===== config.mk =====
export PLATFORM = sky130hd
export DESIGN_NAME = semaphore_wait_queue_core
export DESIGN_NICKNAME = d
export VERILOG_FILES = /design/src/rtl/core/swq_pkg.sv /design/src/rtl/core/swq_slot_table.sv /design/src/rtl/core/semaphore_wait_queue_core.sv
export SDC_FILE = /design/constraint.sdc
export NUM_CORES = 1
export LEC_CHECK = 0
export BUFFER_PORTS_ARGS = -buffer_cell sky130_fd_sc_hd__buf_2
export CAP_MARGIN = 0
export CORE_UTILIZATION = 30
export DETAILED_ROUTE_END_ITERATION = 6
export PLACE_DENSITY = 0.56
export SYNTH_ARGS = -nofsm -noshare
export SYNTH_HDL_FRONTEND = slang
export SYNTH_HIERARCHICAL = 1
export SYNTH_SLANG_ARGS = --single-unit

===== constraint.sdc =====
create_clock -name clk_i -period 16.5 [get_ports clk_i]
set_input_delay 1.65 -clock clk_i [delete_from_list [all_inputs] [get_ports clk_i]]
set_output_delay 1.65 -clock clk_i [all_outputs]
set_load 0.005 [all_outputs]

===== src/rtl/core/swq_pkg.sv =====
// Shared types, constants and codes of the semaphore wait queue.
`default_nettype none

package swq_pkg;

  localparam int unsigned SLOTS  = 8;
  localparam int unsigned SLOT_W = (SLOTS > 1) ? $clog2(SLOTS) : 1;
  localparam int unsigned CNT_W  = $clog2(SLOTS + 1);

  localparam logic [SLOT_W-1:0] LAST_SLOT = SLOT_W'(SLOTS - 1);

  // request kinds
  localparam logic REQ_WAIT   = 1'b0;
  localparam logic REQ_SIGNAL = 1'b1;

  // result status codes
  localparam logic [1:0] ST_PROCEED   = 2'd0;
  localparam logic [1:0] ST_BLOCKED   = 2'd1;
  localparam logic [1:0] ST_ADDR_TRAP = 2'd2;
  localparam logic [1:0] ST_NO_SLOT   = 2'd3;

  // configuration register indexes
  localparam logic CFG_SHARE_BASE  = 1'b0;
  localparam logic CFG_SHARE_BYTES = 1'b1;

  typedef struct packed {
    logic               req_type;
    logic [31:0]        sem_addr;
    logic signed [31:0] sem_count;
    logic [7:0]         requester;
  } req_t;

  typedef struct packed {
    logic [1:0]         status;
    logic signed [31:0] new_count;
    logic               wake_valid;
    logic [7:0]         wake_id;
  } resp_t;

  typedef struct packed {
    logic              busy;
    logic [31:0]       addr;
    logic [7:0]        owner;
    logic [SLOT_W-1:0] rank;
  } slot_rd_t;

  typedef struct packed {
    logic              alloc;
    logic [31:0]       alloc_addr;
    logic [7:0]        alloc_owner;
    logic [SLOT_W-1:0] alloc_rank;
    logic              release_en;
    logic [SLOT_W-1:0] release_idx;
    logic              rank_dec;
    logic [SLOT_W-1:0] rank_idx;
  } slot_cmd_t;

  typedef struct packed {
    logic              found;
    logic [SLOT_W-1:0] idx;
  } slot_free_t;

endpackage

`default_nettype wire


===== src/rtl/core/swq_slot_table.sv =====
// Wait list slot storage: busy flags, addresses, owners and arrival ranks.
`default_nettype none

module swq_slot_table import swq_pkg::*; (
  input  logic              clk_i,
  input  logic              rst_ni,
  input  slot_cmd_t         cmd_i,
  input  logic [SLOT_W-1:0] rd_idx_i,
  output slot_rd_t          rd_o,
  output slot_free_t        free_o
);

  logic [SLOTS-1:0]  busy_q, busy_d;
  logic [31:0]       addr_q  [SLOTS];
  logic [7:0]        owner_q [SLOTS];
  logic [SLOT_W-1:0] rank_q  [SLOTS];

  // lowest-numbered free slot
  always_comb begin
    free_o = '0;
    for (int i = SLOTS - 1; i >= 0; i--) begin
      if (!busy_q[i]) begin
        free_o.found = 1'b1;
        free_o.idx   = SLOT_W'(i);
      end
    end
  end

  always_comb begin
    busy_d = busy_q;
    if (cmd_i.alloc) begin
      busy_d[free_o.idx] = 1'b1;
    end
    if (cmd_i.release_en) begin
      busy_d[cmd_i.release_idx] = 1'b0;
    end
  end

  always_ff @(posedge clk_i or negedge rst_ni) begin
    if (!rst_ni) begin
      busy_q <= '0;
    end else begin
      busy_q <= busy_d;
    end
  end

  always_ff @(posedge clk_i) begin
    if (cmd_i.alloc) begin
      addr_q[free_o.idx]  <= cmd_i.alloc_addr;
      owner_q[free_o.idx] <= cmd_i.alloc_owner;
      rank_q[free_o.idx]  <= cmd_i.alloc_rank;
    end
    if (cmd_i.rank_dec) begin
      rank_q[cmd_i.rank_idx] <= rank_q[cmd_i.rank_idx] - 1'b1;
    end
  end

  assign rd_o.busy  = busy_q[rd_idx_i];
  assign rd_o.addr  = addr_q[rd_idx_i];
  assign rd_o.owner = owner_q[rd_idx_i];
  assign rd_o.rank  = rank_q[rd_idx_i];

endmodule

`default_nettype wire


===== src/rtl/core/semaphore_wait_queue_core.sv =====
// Counting semaphore wait queue: window check, count update and wait list sequencer.
//
// Input channel (in_valid_i / in_stall_o / in_data_i): one wait or signal
// transaction on a semaphore whose address, current count and requester id
// travel with it. Output channel (out_valid_o / out_stall_i / out_data_o): one
// result transaction per request with status, count to write back and wake-up.
// The block takes one request at a time; in_stall_o is high while it works.
// A trap, a wait or a signal that leaves the count positive goes straight from
// evaluation to the result; a signal with no matching waiter first scans the
// slot table once; when a waiter is released, one scan picks the oldest
// match and a second renumbers the ranks. The input is free again in the cycle
// the result turns valid. Both scans walk the slot table one entry a cycle,
// the first through a single address/rank comparator.
// The result sits in an output register, so the next request is accepted
// while it waits; a stalled receiver holds the result and the block waits
// only when a second result is ready before the first is taken.
// Reset clears the busy flags, the waiter count and the window registers
// (an empty window traps every address). Configuration writes go through
// cfg_we_i / cfg_idx_i / cfg_wdata_i and are taken at once.

`default_nettype none

module semaphore_wait_queue_core import swq_pkg::*; (
  input  logic        clk_i,
  input  logic        rst_ni,
  input  logic        in_valid_i,
  output logic        in_stall_o,
  input  req_t        in_data_i,
  output logic        out_valid_o,
  input  logic        out_stall_i,
  output resp_t       out_data_o,
  input  logic        cfg_we_i,
  input  logic        cfg_idx_i,
  input  logic [31:0] cfg_wdata_i
);

  localparam logic [2:0] S_IDLE  = 3'd0;
  localparam logic [2:0] S_EVAL  = 3'd1;
  localparam logic [2:0] S_FIND  = 3'd2;
  localparam logic [2:0] S_RENUM = 3'd3;
  localparam logic [2:0] S_DONE  = 3'd4;

  logic [2:0]        state_q, state_d;
  req_t              req_q, req_d;
  logic [31:0]       base_q, bytes_q;
  logic [31:0]       res_q, res_d;
  logic [1:0]        status_q, status_d;
  logic [SLOT_W-1:0] scan_q, scan_d;
  logic              pf_q, pf_d;
  logic [SLOT_W-1:0] pidx_q, pidx_d;
  logic [SLOT_W-1:0] prank_q, prank_d;
  logic              wv_q, wv_d;
  logic [7:0]        wid_q, wid_d;
  logic [CNT_W-1:0]  wcnt_q, wcnt_d;
  logic              out_valid_q, out_valid_d;
  resp_t             out_q, out_d;

  slot_cmd_t  cmd;
  slot_rd_t   rd;
  slot_free_t free;

  logic [32:0] win_top;
  logic        in_win;
  logic [31:0] sum;
  logic        hit;

  swq_slot_table u_table (
    .clk_i   (clk_i),
    .rst_ni  (rst_ni),
    .cmd_i   (cmd),
    .rd_idx_i(scan_q),
    .rd_o    (rd),
    .free_o  (free)
  );

  assign win_top = {1'b0, base_q} + {1'b0, bytes_q};
  assign in_win  = (req_q.sem_addr >= base_q) && ({1'b0, req_q.sem_addr} < win_top);
  assign sum     = req_q.sem_count + ((req_q.req_type == REQ_SIGNAL) ? 32'd1 : 32'hFFFF_FFFF);

  // shared comparator: same address and older than the best pick so far
  assign hit = rd.busy && (rd.addr == req_q.sem_addr) && (!pf_q || (rd.rank < prank_q));

  always_comb begin
    state_d     = state_q;
    req_d       = req_q;
    res_d       = res_q;
    status_d    = status_q;
    scan_d      = scan_q;
    pf_d        = pf_q;
    pidx_d      = pidx_q;
    prank_d     = prank_q;
    wv_d        = wv_q;
    wid_d       = wid_q;
    wcnt_d      = wcnt_q;
    out_valid_d = out_valid_q;
    out_d       = out_q;
    cmd         = '0;

    if (out_valid_q && !out_stall_i) begin
      out_valid_d = 1'b0;
    end

    unique case (state_q)
      S_IDLE: begin
        if (in_valid_i) begin
          req_d   = in_data_i;
          state_d = S_EVAL;
        end
      end
      S_EVAL: begin
        wv_d     = 1'b0;
        wid_d    = '0;
        res_d    = sum;
        status_d = ST_PROCEED;
        state_d  = S_DONE;
        if (!in_win) begin
          status_d = ST_ADDR_TRAP;
          res_d    = req_q.sem_count;
        end else if (req_q.req_type == REQ_WAIT) begin
          if (sum[31]) begin
            if (free.found) begin
              cmd.alloc       = 1'b1;
              cmd.alloc_addr  = req_q.sem_addr;
              cmd.alloc_owner = req_q.requester;
              cmd.alloc_rank  = wcnt_q[SLOT_W-1:0];
              wcnt_d          = wcnt_q + 1'b1;
              status_d        = ST_BLOCKED;
            end else begin
              status_d = ST_NO_SLOT;
            end
          end
        end else if ((sum == 32'd0) || sum[31]) begin
          scan_d  = '0;
          pf_d    = 1'b0;
          state_d = S_FIND;
        end
      end
      S_FIND: begin
        if (hit) begin
          pf_d    = 1'b1;
          pidx_d  = scan_q;
          prank_d = rd.rank;
          wid_d   = rd.owner;
        end
        if (scan_q == LAST_SLOT) begin
          if (hit || pf_q) begin
            // drop the oldest waiter, then close the gap in the ranks
            cmd.release_en  = 1'b1;
            cmd.release_idx = hit ? scan_q : pidx_q;
            wv_d            = 1'b1;
            if (wcnt_q != '0) begin
              wcnt_d = wcnt_q - 1'b1;
            end
            scan_d  = '0;
            state_d = S_RENUM;
          end else begin
            state_d = S_DONE;
          end
        end else begin
          scan_d = scan_q + 1'b1;
        end
      end
      S_RENUM: begin
        if (rd.busy && (rd.rank > prank_q)) begin
          cmd.rank_dec = 1'b1;
          cmd.rank_idx = scan_q;
        end
        if (scan_q == LAST_SLOT) begin
          state_d = S_DONE;
        end else begin
          scan_d = scan_q + 1'b1;
        end
      end
      S_DONE: begin
        if (!out_valid_q || !out_stall_i) begin
          out_valid_d      = 1'b1;
          out_d.status     = status_q;
          out_d.new_count  = res_q;
          out_d.wake_valid = wv_q;
          out_d.wake_id    = wid_q;
          state_d          = S_IDLE;
        end
      end
      default: begin
        state_d = S_IDLE;
      end
    endcase
  end

  always_ff @(posedge clk_i or negedge rst_ni) begin
    if (!rst_ni) begin
      state_q     <= S_IDLE;
      wcnt_q      <= '0;
      out_valid_q <= 1'b0;
      base_q      <= '0;
      bytes_q     <= '0;
    end else begin
      state_q     <= state_d;
      wcnt_q      <= wcnt_d;
      out_valid_q <= out_valid_d;
      if (cfg_we_i) begin
        unique case (cfg_idx_i)
          CFG_SHARE_BASE:  base_q  <= cfg_wdata_i;
          CFG_SHARE_BYTES: bytes_q <= cfg_wdata_i;
          default:         base_q  <= base_q;
        endcase
      end
    end
  end

  always_ff @(posedge clk_i) begin
    req_q    <= req_d;
    res_q    <= res_d;
    status_q <= status_d;
    scan_q   <= scan_d;
    pf_q     <= pf_d;
    pidx_q   <= pidx_d;
    prank_q  <= prank_d;
    wv_q     <= wv_d;
    wid_q    <= wid_d;
    out_q    <= out_d;
  end

  assign in_stall_o  = (state_q != S_IDLE);
  assign out_valid_o = out_valid_q;
  assign out_data_o  = out_q;

endmodule

`default_nettype wire


* Yosys cells after proc, flatten, opt, wreduce, memory -nomap -nowiden
Memory sizes are Yosys's and may differ from the RTL's. A register that Yosys moved wholly into a read port is not among the register bits.
Cells that the tools add are included.
** Word-level totals
- Register bits :: 249
- Latch bits :: 0
- Bits in writable memories :: 344
- ROM bits :: 0
- Input port bits :: 111
- Output and inout bits :: 45
- Logic and storage cells :: 180
- Memories kept :: 3
** Memories
- u_table.addr_q :: depth 8, bits a word 32, rd ports 1, clocked after Yosys merged registers in 1, wr ports 1, RTL line swq_slot_table.sv:14 : logic [31:0] addr_q [SLOTS];
- u_table.owner_q :: depth 8, bits a word 8, rd ports 1, clocked after Yosys merged registers in 1, wr ports 1, RTL line swq_slot_table.sv:15 : logic [7:0] owner_q [SLOTS];
- u_table.rank_q :: depth 8, bits a word 3, rd ports 2, clocked after Yosys merged registers in 1, wr ports 1, RTL line swq_slot_table.sv:16 : logic [SLOT_W-1:0] rank_q [SLOTS];
** Operators by class
- Add/subtract/negate cells :: 6
- Multipliers :: 0
- Divide/modulo/power cells :: 0
- Order comparisons :: 9
- Eq/ne operators :: 21
- Shift-type cells :: 0
- Multiplexer cells :: 79
- Bitwise gates (word level) :: 6
- Reductions and logical operators :: 33
** Operators with widths (number)
- 2-to-1 mux 44 bit :: 5
- 2-to-1 mux 4 bit :: 20
- 2-to-1 mux 32 bit :: 2
- 2-to-1 mux 3 bit :: 20
- adder 32 x 32 -> 33 bit :: 1
- < comparator 32 x 33 -> 1 bit :: 1
- adder 32 bit :: 1
- equality test 32 bit :: 1
- >= comparator 32 bit :: 1
- logical NOT 32 bit :: 1
- inequality test 2 bit (second input constant) :: 14
- 2-to-1 mux 8 bit :: 3
- 2-to-1 mux 1 bit :: 17
- one-hot mux 8 bit (2 select lines) :: 1
- one-hot mux 3 bit (5 select lines) :: 1
- < comparator 3 x 4 -> 1 bit (second input constant) :: 3
- AND reduction 2 bit :: 6
- one-hot mux 3 bit (3 select lines) :: 1
- bitwise AND 8 bit :: 1
- inverter 8 bit :: 1
- bitwise OR 8 bit :: 1
- one-hot mux 4 bit (2 select lines) :: 1
- AND reduction 8 bit :: 1
- logical AND 1 bit :: 7
- other kinds (27) :: 43

* Depth between registers and ports, before layout
Gate-level depths: netlist of the first run.
- Depth in word-level cells :: 16
- Gate-level depth with buffers :: 28

* By module
Netlist of the first run, hierarchy kept.
** By module, submodules not included
- semaphore_wait_queue_core :: times used 1, cells each 1294, area each 14276.2 µm², seq. area each 6876.6 µm²
- swq_slot_table :: times used 1, cells each 639, area each 14027.2 µm², seq. area each 10530.1 µm²

* Least setup slack after synthesis of the first run
No wires, ideal clock.
- Kind :: register to register
- Start :: register base_q[0]
- End :: memory u_table/rank_q[3][0] (netlist bit) (enable)
- Setup time :: 311 ps
- Data arrival time :: 8277 ps
- Required time :: 16189 ps
- Setup slack :: 7912 ps
- Stages on the path, launching flop included :: 27
- Clock period less this slack :: 8588 ps
- Cell sequence :: dfrtp_1 -> ha_1 -> fa_1 -> a211oi_1 -> nor3_1 -> o21ai_0 -> o311ai_1 -> o21a_1 -> o31ai_1 -> a21oi_1 -> o21ai_0 -> nand2b_1 -> xnor2_1 -> ha_1 -> a21o_1 -> a211oi_1 -> o2111ai_1 -> a311o_1 -> a41o_1 -> buf_2 -> nor3_2 -> and3_1 -> buf_2 -> buf_2 -> nand3_2 -> nor3b_1 -> nand2b_1
** RTL lines
- from (decl) :: RTL line semaphore_wait_queue_core.sv:45 : logic [31:0] base_q, bytes_q;
- from (signal assigned) :: RTL line semaphore_wait_queue_core.sv:203 : CFG_SHARE_BASE: base_q <= cfg_wdata_i;
- from (signal assigned) :: RTL line semaphore_wait_queue_core.sv:205 : default: base_q <= base_q;
- to (decl) :: RTL line swq_slot_table.sv:16

* Worst setup path after layout of the first run
- Start :: register base_q[0]
- End :: memory u_table.owner_q[7][3] (enable)
** Between the ends
- Word-level cells in the longest chain between the ends :: 7
- Elaborated cells on any way between the ends :: 8
- Classes of those cells :: 1 x add/sub; 2 x order compare; 4 x mux; 1 x reduce/logical
** RTL lines
- adder 32 x 32 -> 33 bit :: RTL line semaphore_wait_queue_core.sv:76 : assign win_top = {1'b0, base_q} + {1'b0, bytes_q};
- < comparator 32 x 33 -> 1 bit :: RTL line semaphore_wait_queue_core.sv:77 : assign in_win = (req_q.sem_addr >= base_q) && ({1'b0, req_q.sem_addr} < win_top);
- logical AND 1 bit (*) :: RTL line semaphore_wait_queue_core.sv:77
- 2-to-1 mux 44 bit (*) :: RTL line semaphore_wait_queue_core.sv:116 : if (!in_win) begin
- 2-to-1 mux 44 bit (*) :: RTL line semaphore_wait_queue_core.sv:103 : unique case (state_q)
- 2-to-1 mux 1 bit (*) :: RTL line swq_slot_table.sv:48 : if (cmd_i.alloc) begin
- 2-to-1 mux 1 bit (implied by the code) (*) :: RTL line swq_slot_table.sv:50 : owner_q[free_o.idx] <= cmd_i.alloc_owner;
- to (decl) :: RTL line swq_slot_table.sv:15
Every way passes the cells marked *; elsewhere a longest branch is shown, timed or not.

==> Flow_metrics.wiki, run 1 <==
{| class="wikitable"
! Metric !! Value
|-
| Layout cells sized above 1 || 24.14%
|-
| Post-detailed-placement cell area || 30,560 um^2
|-
| Final Wtd Congestion || 0.8392
|-
| PostCTS Resize Cnt || 0
|-
| Number of nets still failing antenna checks after routing || 0
|-
| Unrepaired setup endpoints after global routing || false
|-
| Synthesis-to-finish area growth || 16.14%
|-
| Number of buffers added on ports || approximately 160
|-
| Wire length of the first global-routing pass || 103,400 um
|-
| Total I/O pin count || 156
|-
| Maximum number of buffers from clock root to sink || 3
|-
| Diode insertion count for antenna repair || 0
|-
| Final hold violation count || 0
|-
| Net Switching || 1605 uW
|-
| Synth warnings || 6
|-
| Number of buffers and inverters on the critical path || 2
|-
| Number of design-rule violations left by the first detailed-router iteration || 1,078
|-
| Clock buffers created by TritonCTS || 69
|-
| DIE AREA || 95,530 um^2
|-
| Quantity of hold-fixing buffers added after cts || 0
|-
| Total grt overflow || 0
|-
| Category of cells accounting for the largest share of critical-path delay || compound AO/OA/AOI/OAI gates
|-
| Area of the placeable core || 93,330 um^2
|-
| Worst path arrival time || 8.39 ns
|-
| Total GRT Usage || 14.23%
|-
| Drt total wl || 68,020 um
|-
| Clock network fraction of design power || between 30% and 40%
|-
| Vias in the first global route || approximately 17,000
|-
| Via count of the routed design || about 17,000
|-
| Upper clock frequency limit || between 100 and 150 MHz
|-
| Number of maximum-capacitance violations || 0
|-
| Reg clk slew, reported paths || roughly 0.060 ns
|-
| Cell Area, Synth || 28,290 um^2
|-
| Min Clock Period, post-route || a little over 8 ns
|-
| Depth of the CTS H-tree || 3
|-
| Mean routed wirelength per cell || approximately 20 um
|-
| Max incr delay on CP || 0.60 ns
|-
| Die boundary width || 309.1 um
|-
| Floorplan die height || 309.1 um
|-
| Clock insertion delay at the later pin of the skew report || approximately 0.63 ns
|-
| Leakage || between 0.01 and 0.015 uW
|-
| # clock sinks || 593
|-
| Count of mapped cells out of synthesis || 1,930
|-
| Number of remaining DRC errors || 0
|-
| Antenna violations before repair || 6
|-
| TritonCTS clock tree || yes
|-
| Seq pwr share || 40.5%
|-
| Final sum of negative setup slack || 0 ns
|-
| Internal Dissipation || 3378 uW
|-
| Switch share || around 32%
|-
| Required time reported for the critical path endpoint || 16.74 ns
|-
| Library cell used as clock root buffer || sky130_fd_sc_hd__clkbuf_16
|-
| Worst path slowest cell || sky130_fd_sc_hd__a41o_2
|-
| Final Net Count || 2,351
|-
| Post-CTS setup buffer count || 0
|-
| Status || completed
|-
| Via density per instance || just under 5
|-
| Initial cell density of the core || a little under a third
|-
| Detail Placement HPWL || ~46,000 um
|-
| Start-to-end type of the worst setup path || flop to flop
|-
| Post-Syn Area per Cell || 14.66 um^2
|-
| Most common cell after layout, fill and taps aside || sky130_fd_sc_hd__edfxtp_1
|-
| Maximum number of pins on one net before global-route repair || 93
|-
| Maximum vdd drop || approximately 0.000072 V
|-
| Sort of element at the end of the critical path || flop
|-
| Period utilisation layout || 49.35%
|-
| Top library cells by usage in the layout, fill and taps aside || sky130_fd_sc_hd__edfxtp_1, sky130_fd_sc_hd__buf_2, sky130_fd_sc_hd__ha_1, sky130_fd_sc_hd__mux2_2, sky130_fd_sc_hd__nand2_1
|-
| Count of standard-cell rows || 112
|-
| Clock Skews || 0.04040 ns
|-
| Slew at the pin closest to its max-slew limit || 1.190 ns
|-
| Power density over cell area || around 150 nW/um^2
|-
| Pins Over Slew Limit || 0
|-
| DRT Pass-1 Iters || 7
|-
| Post-Layout Inst Area || 32,860 um^2
|-
| Class of the most critical hold timing path || flop to flop
|-
| Relative slew slack || between 20% and 30%
|-
| Net count after synthesis || roughly 2,200
|-
| Biggest fanout along the worst timing path || 48
|-
| Critical Path Source Type || flop
|-
| Combinational group share of total power || 28.8%
|-
| Count of endpoints failing setup in the final report || 0
|}
-- path summary, 6_finish.rpt --
kind	startpoint	endpoint	slack [ns]	cells past startpoint
setup / recovery	base_q[0]$_DFFE_PN0P_	u_table/owner_q[7][3]$_DFFE_PP_	8.36	25
hold / removal	wid_q[5]$_SDFFCE_PN0P_	out_data_o[5]$_DFFE_PP_	0.42	0
setup reg to reg	base_q[0]$_DFFE_PN0P_	u_table/owner_q[7][3]$_DFFE_PP_	8.36	25
hold reg to reg	wid_q[5]$_SDFFCE_PN0P_	out_data_o[5]$_DFFE_PP_	0.42	0
max in group asynchronous	rst_ni	wcnt_q[1]$_DFFE_PN0P_	14.49	2
min in group asynchronous	rst_ni	bytes_q[11]$_DFFE_PN0P_	0.99	1
-- state kept, by name (all words and copies together) (netlist names), 2 cells and up --
register         count
pidx_q               3
u_table/rank_q      24
u_table/owner_q     64
prank_q              3
bytes_q             32
base_q              32
out_data_o          43
scan_q               3
u_table/addr_q     256
req_q               73
u_table/busy_q       8
wid_q                8
state_q              3
res_q               32
wcnt_q               4
status_q             2
-- worst register-to-register path, stage by stage, from the launching register on --
cell	delay, ns
sky130_fd_sc_hd__dfrtp_1	0.40
sky130_fd_sc_hd__ha_1	0.23
sky130_fd_sc_hd__fa_1	0.42
sky130_fd_sc_hd__a211oi_1	0.32
sky130_fd_sc_hd__nor3_1	0.14
sky130_fd_sc_hd__o21ai_0	0.46
sky130_fd_sc_hd__o311ai_1	0.17
sky130_fd_sc_hd__o21a_1	0.26
sky130_fd_sc_hd__o31ai_1	0.37
sky130_fd_sc_hd__a21oi_1	0.11
sky130_fd_sc_hd__o21ai_0	0.16
sky130_fd_sc_hd__nand2b_1	0.09
sky130_fd_sc_hd__xnor2_1	0.13
sky130_fd_sc_hd__ha_1	0.29
sky130_fd_sc_hd__a21o_1	0.16
sky130_fd_sc_hd__a211oi_1	0.27
sky130_fd_sc_hd__o2111ai_1	0.15
sky130_fd_sc_hd__a311o_1	0.29
sky130_fd_sc_hd__a41o_2	0.60
sky130_fd_sc_hd__nor3_2	0.40
sky130_fd_sc_hd__and3_2	0.21
sky130_fd_sc_hd__buf_4	0.49
sky130_fd_sc_hd__nand3_2	0.27
sky130_fd_sc_hd__or4b_4	0.59
sky130_fd_sc_hd__nor3b_4	0.19
sky130_fd_sc_hd__buf_4	0.56
-- stage by stage --
stage	utilization (%)	hold slack [ns]	total power, uW	setup WS [ns]	cells
6_report	35.20	0.4155	4983	8.358	3412
5_1_grt	35.20	0.4293	5267	7.808	3412
4_1_cts	35.20	0.4185	5056	8.301	3412
3_5_place_dp	32.74	0.4045	3492	8.339	3286
3_3_place_gp	32.74	0.4052	3462	8.355	3286
2_1_floorplan	-	0.4003	3041	7.912	1930
-- layer usage --
metal	global-route usage [%]	part of all wire [%]	vias to the layer above
met1	18.13	44	8538
met2	24.67	50	369
li1	-	-	7786
met5	0	0.019	-
met4	4.087	2.5	2
met3	2.446	4.1	99
-- power by group through the flow --
stage / Combinational, uW / Clock [uW] / Sequential [uW]
final: 1430 / 1530 / 2020
after global routing: 1590 / 1640 / 2030
after CTS: 1450 / 1580 / 2020
after detailed placement: 1440 / 0 / 2050
after global placement: 1410 / 0 / 2050
after floorplan: 1070 / 0 / 1980
-- layout make-up --
class,instances,area (um^2)
multi-input cells,1188,10350
repair buffers,175,940.9
clock buffers,84,1813
well taps,1254,1569
flip-flops and latches,593,17410
clock inverters,42,486.7
inverters,76,285.3
fillers,8996,60470
Note: power is estimated with default switching activity, not from simulation.
==> inputs of run 2 (changes only) <==
==> constraint.sdc (replaced) <==
create_clock -name clk_i -period 7.7 [get_ports clk_i]
set_input_delay 0.77 -clock clk_i [delete_from_list [all_inputs] [get_ports clk_i]]
set_output_delay 0.77 -clock clk_i [all_outputs]
set_load 0.005 [all_outputs]
==> run 2 against run 1 <==
Against the previous run: setup slack got worse by 7.8 ns; flip-flop and latch count unchanged; sequential power up 110%; non-clock buffer count increased by 8; sequential share of layout area is 0.085 points lower; highest routed layer unchanged; die area unchanged; power is 110% higher; core utilization up 0.056 points; clock power is 110% higher; fmax increased by 14%; clock skew hardly changed.
==> Flow_metrics.wiki, run 2 (synthesized netlist as in run 1, its figures left out) <==
{| class="wikitable"
! Metric !! Value
|-
| Final sum of negative setup slack || 0 ns (unchanged)
|-
| Total GRT Usage || 14.41% (+0.18 points)
|-
| Switch share || 31.88% (-0.32 points)
|-
| Unrepaired setup endpoints after global routing || false
|-
| Via density per instance || 4.946 (+0.48%)
|-
| Post-layout worst setup margin || 0.5808 ns (-7.777 ns)
|-
| Internal Dissipation || 7247 uW (+110%)
|-
| Number of buffers added on ports || 155 (unchanged)
|-
| Post-CTS setup buffer count || 0 (unchanged)
|-
| Final Wtd Congestion || 0.8541 (+1.8%)
|-
| Required time reported for the critical path endpoint || 8.00 ns (-8.74 ns)
|-
| Registers with the highest flip-flop counts || u_table/addr_q (256), req_q (73), u_table/owner_q (64)
|-
| Sort of element at the end of the critical path || flop
|-
| Worst path slowest cell || sky130_fd_sc_hd__or4b_4
|-
| Hold Slack || 0.04763 ns (-0.3678 ns)
|-
| Clock Skews || 0.04042 ns (+0.00002380 ns)
|-
| Count of standard-cell rows || 112 (unchanged)
|-
| Net Switching || 3391 uW (+110%)
|-
| Final hold violation count || 0 (unchanged)
|-
| Library cell used as clock root buffer || sky130_fd_sc_hd__clkbuf_16
|-
| Total I/O pin count || 156 (unchanged)
|-
| Clock network fraction of design power || 30.5% (-0.3 points)
|-
| Status || completed
|-
| DIE AREA || 95,530 um^2 (unchanged)
|-
| Number of design-rule violations left by the first detailed-router iteration || 1,180 (+9.5%)
|-
| Number of remaining DRC errors || 0 (unchanged)
|-
| TritonCTS clock tree || yes
|-
| Count of endpoints failing setup in the final report || 0 (unchanged)
|-
| Number of buffers and inverters on the critical path || 1 (-1)
|-
| Wire length of the first global-routing pass || 105,200 um (+1.8%)
|-
| Power density over cell area || 323.3 nW/um^2 (+110%)
|-
| Biggest fanout along the worst timing path || 32 (-33%)
|-
| Final core area utilization || 35.26% (+0.056 points)
|-
| Top library cells by usage in the layout, fill and taps aside || sky130_fd_sc_hd__edfxtp_1, sky130_fd_sc_hd__buf_2, sky130_fd_sc_hd__ha_1, sky130_fd_sc_hd__mux2_2, sky130_fd_sc_hd__nand2_1
|-
| Mean routed wirelength per cell || 20.12 um (+0.93%)
|-
| Layout cells sized above 1 || 23.94% (-0.21 points)
|-
| # clock sinks || 593 (unchanged)
|-
| Register-to-Register Path Depth || 24 (-4.0%)
|-
| Period utilisation layout || 92.46% (+43 points)
|-
| Clock buffers created by TritonCTS || 67 (-2.9%)
|-
| Critical Path Source Type || flop
|-
| Upper clock frequency limit || 140.5 MHz (+14%)
|-
| Slew at the pin closest to its max-slew limit || 0.9512 ns (-0.2385 ns)
|-
| Most common cell after layout, fill and taps aside || sky130_fd_sc_hd__edfxtp_1
|-
| Register with the most flip-flops || u_table/addr_q
|-
| Worst path arrival time || 7.42 ns (-0.97 ns)
|-
| Via count of the routed design || 16,884 (+0.54%)
|-
| Clock insertion delay at the later pin of the skew report || 0.62 ns (about the same)
|-
| Class of the most critical hold timing path || input port to asynchronous set/reset pin
|-
| Max incr delay on CP || 0.59 ns (about the same)
|-
| Max reg flops || 256 (unchanged)
|-
| Seq pwr share || 40.6% (about the same)
|-
| DRT Pass-1 Iters || 5 (-2)
|-
| Floorplan die height || 309.1 um (unchanged)
|-
| Die boundary width || 309.1 um (unchanged)
|-
| Place WS || 0.5780 ns (-7.761 ns)
|-
| Initial cell density of the core || 30.31% (unchanged)
|-
| Drt total wl || 68,690 um (+0.98%)
|-
| Maximum number of pins on one net before global-route repair || 93 (unchanged)
|-
| Pins Over Slew Limit || 0 (unchanged)
|-
| PostCTS Resize Cnt || 0 (unchanged)
|-
| Min Clock Period, post-route || 7.119 ns (-1.023 ns)
|-
| Depth of the CTS H-tree || 3 (unchanged)
|-
| Relative slew slack || 35.92% (+16 points)
|-
| Maximum vdd drop || 0.0001547 V (+110%)
|-
| Combinational group share of total power || 28.9% (about the same)
|-
| Maximum number of buffers from clock root to sink || 3 (unchanged)
|-
| Category of cells accounting for the largest share of critical-path delay || compound AO/OA/AOI/OAI gates
|-
| Number of maximum-capacitance violations || 0 (unchanged)
|-
| Diode insertion count for antenna repair || 0 (unchanged)
|-
| Number of nets still failing antenna checks after routing || 0 (unchanged)
|-
| Final Net Count || 2,357 (+0.26%)
|-
| Quantity of hold-fixing buffers added after cts || 0 (unchanged)
|-
| Ordered list of cells on the worst path || ha_1 -> fa_1 -> a211oi_1 -> nor3_1 -> o21ai_0 -> o311ai_1 -> o21a_1 -> o31ai_1 -> a21oi_1 -> o21ai_0 -> nand2b_1 -> xnor2_1 -> ha_1 -> a21o_1 -> a211oi_1 -> o2111ai_1 -> a311o_1 -> a41o_2 -> nor3_2 -> and3_2 -> nand3_2 -> or4b_4 -> a21oi_4 -> buf_12
|-
| Reg clk slew, reported paths || 0.06 ns (about the same)
|-
| Leakage || 0.01228 uW (+0.11%)
|-
| Start-to-end type of the worst setup path || flop to flop
|-
| Synthesis-to-finish area growth || 16.33%
|-
| WP depth || 24 (-4.0%)
|-
| Antenna violations before repair || 8 (+2)
|-
| Detail Placement HPWL || 46,680 um (+2.4%)
|-
| Area of the placeable core || 93,330 um^2 (unchanged)
|-
| Total grt overflow || 0 (unchanged)
|-
| Vias in the first global route || 17,868 (+3.2%)
|}
[run 2: cell count changes in the layout (fill, tap and decap cells not counted), moves of 3 or more]
cell,change
sky130_fd_sc_hd__buf_4,+3
sky130_fd_sc_hd__inv_6,-3
sky130_fd_sc_hd__buf_12,+5
sky130_fd_sc_hd__clkbuf_1,+4
sky130_fd_sc_hd__clkinv_2,-5
sky130_fd_sc_hd__clkbuf_8,-3
[run 2: metrics by stage]
step / cell area [um^2] / instances / total power (uW)
after floorplan: 28300 / 1930 / 6518
after global placement: 30680 / 3294 / 7425
after detailed placement: 30680 / 3294 / 7491
after CTS: 32910 / 3414 / 10780
after global routing: 32910 / 3414 / 11250
final: 32910 / 3414 / 10640
[run 2: worst reg2reg max path: stages (launching register included)]
cell and delay, ns:
sky130_fd_sc_hd__dfrtp_1 0.40, sky130_fd_sc_hd__ha_1 0.24, sky130_fd_sc_hd__fa_1 0.43, sky130_fd_sc_hd__a211oi_1 0.31, sky130_fd_sc_hd__nor3_1 0.14, sky130_fd_sc_hd__o21ai_0 0.48, sky130_fd_sc_hd__o311ai_1 0.18, sky130_fd_sc_hd__o21a_1 0.27
sky130_fd_sc_hd__o31ai_1 0.35, sky130_fd_sc_hd__a21oi_1 0.13, sky130_fd_sc_hd__o21ai_0 0.16, sky130_fd_sc_hd__nand2b_1 0.09, sky130_fd_sc_hd__xnor2_1 0.13, sky130_fd_sc_hd__ha_1 0.30, sky130_fd_sc_hd__a21o_1 0.16, sky130_fd_sc_hd__a211oi_1 0.28
sky130_fd_sc_hd__o2111ai_1 0.16, sky130_fd_sc_hd__a311o_1 0.31, sky130_fd_sc_hd__a41o_2 0.32, sky130_fd_sc_hd__nor3_2 0.24, sky130_fd_sc_hd__and3_2 0.27, sky130_fd_sc_hd__nand3_2 0.16, sky130_fd_sc_hd__or4b_4 0.59, sky130_fd_sc_hd__a21oi_4 0.37
sky130_fd_sc_hd__buf_12 0.30
[run 2: final cells by class]
type,count,area (um^2)
Multi-Input combinational cell,1188,10360
Tap cell,1254,1569
Sequential cell,593,17410
Clock inverter,36,461.7
Clock buffer,84,1762
Timing Repair Buffer,183,1064
Inverter,76,285.3
Fill cell,8995,60420
[run 2: worst paths after layout]
kind | start | endpoint | slack, ns
max | base_q[0]$_DFFE_PN0P_ | u_table/addr_q[6][31]$_DFFE_PP_ | 0.58
min | rst_ni | base_q[8]$_DFFE_PN0P_ | 0.05
max reg2reg | base_q[0]$_DFFE_PN0P_ | u_table/addr_q[6][31]$_DFFE_PP_ | 0.58
min reg2reg | res_q[26]$_DFFE_PP_ | out_data_o[35]$_DFFE_PP_ | 0.42
max in group asynchronous | rst_ni | out_valid_o$_DFF_PN0_ | 6.52
min in group clk_i | in_data_i[51] | req_q[51]$_DFFE_PP_ | 0.33
[run 2: power by group through the flow]
stage | clock, uW | combinational (uW) | sequential, uW
floorplan | 0 | 2280 | 4240
global placement | 0 | 3030 | 4390
detailed placement | 0 | 3090 | 4400
CTS | 3330 | 3110 | 4340
global route | 3460 | 3430 | 4360
finish | 3240 | 3080 | 4320
[run 2: layer usage]
layer	vias up	share of wire [%]	track usage, %
li1	7813	-	-
met1	8493	43	18.05
met2	450	49	24.79
met3	124	4.8	2.919
met4	4	2.9	4.605
met5	-	0.058	0
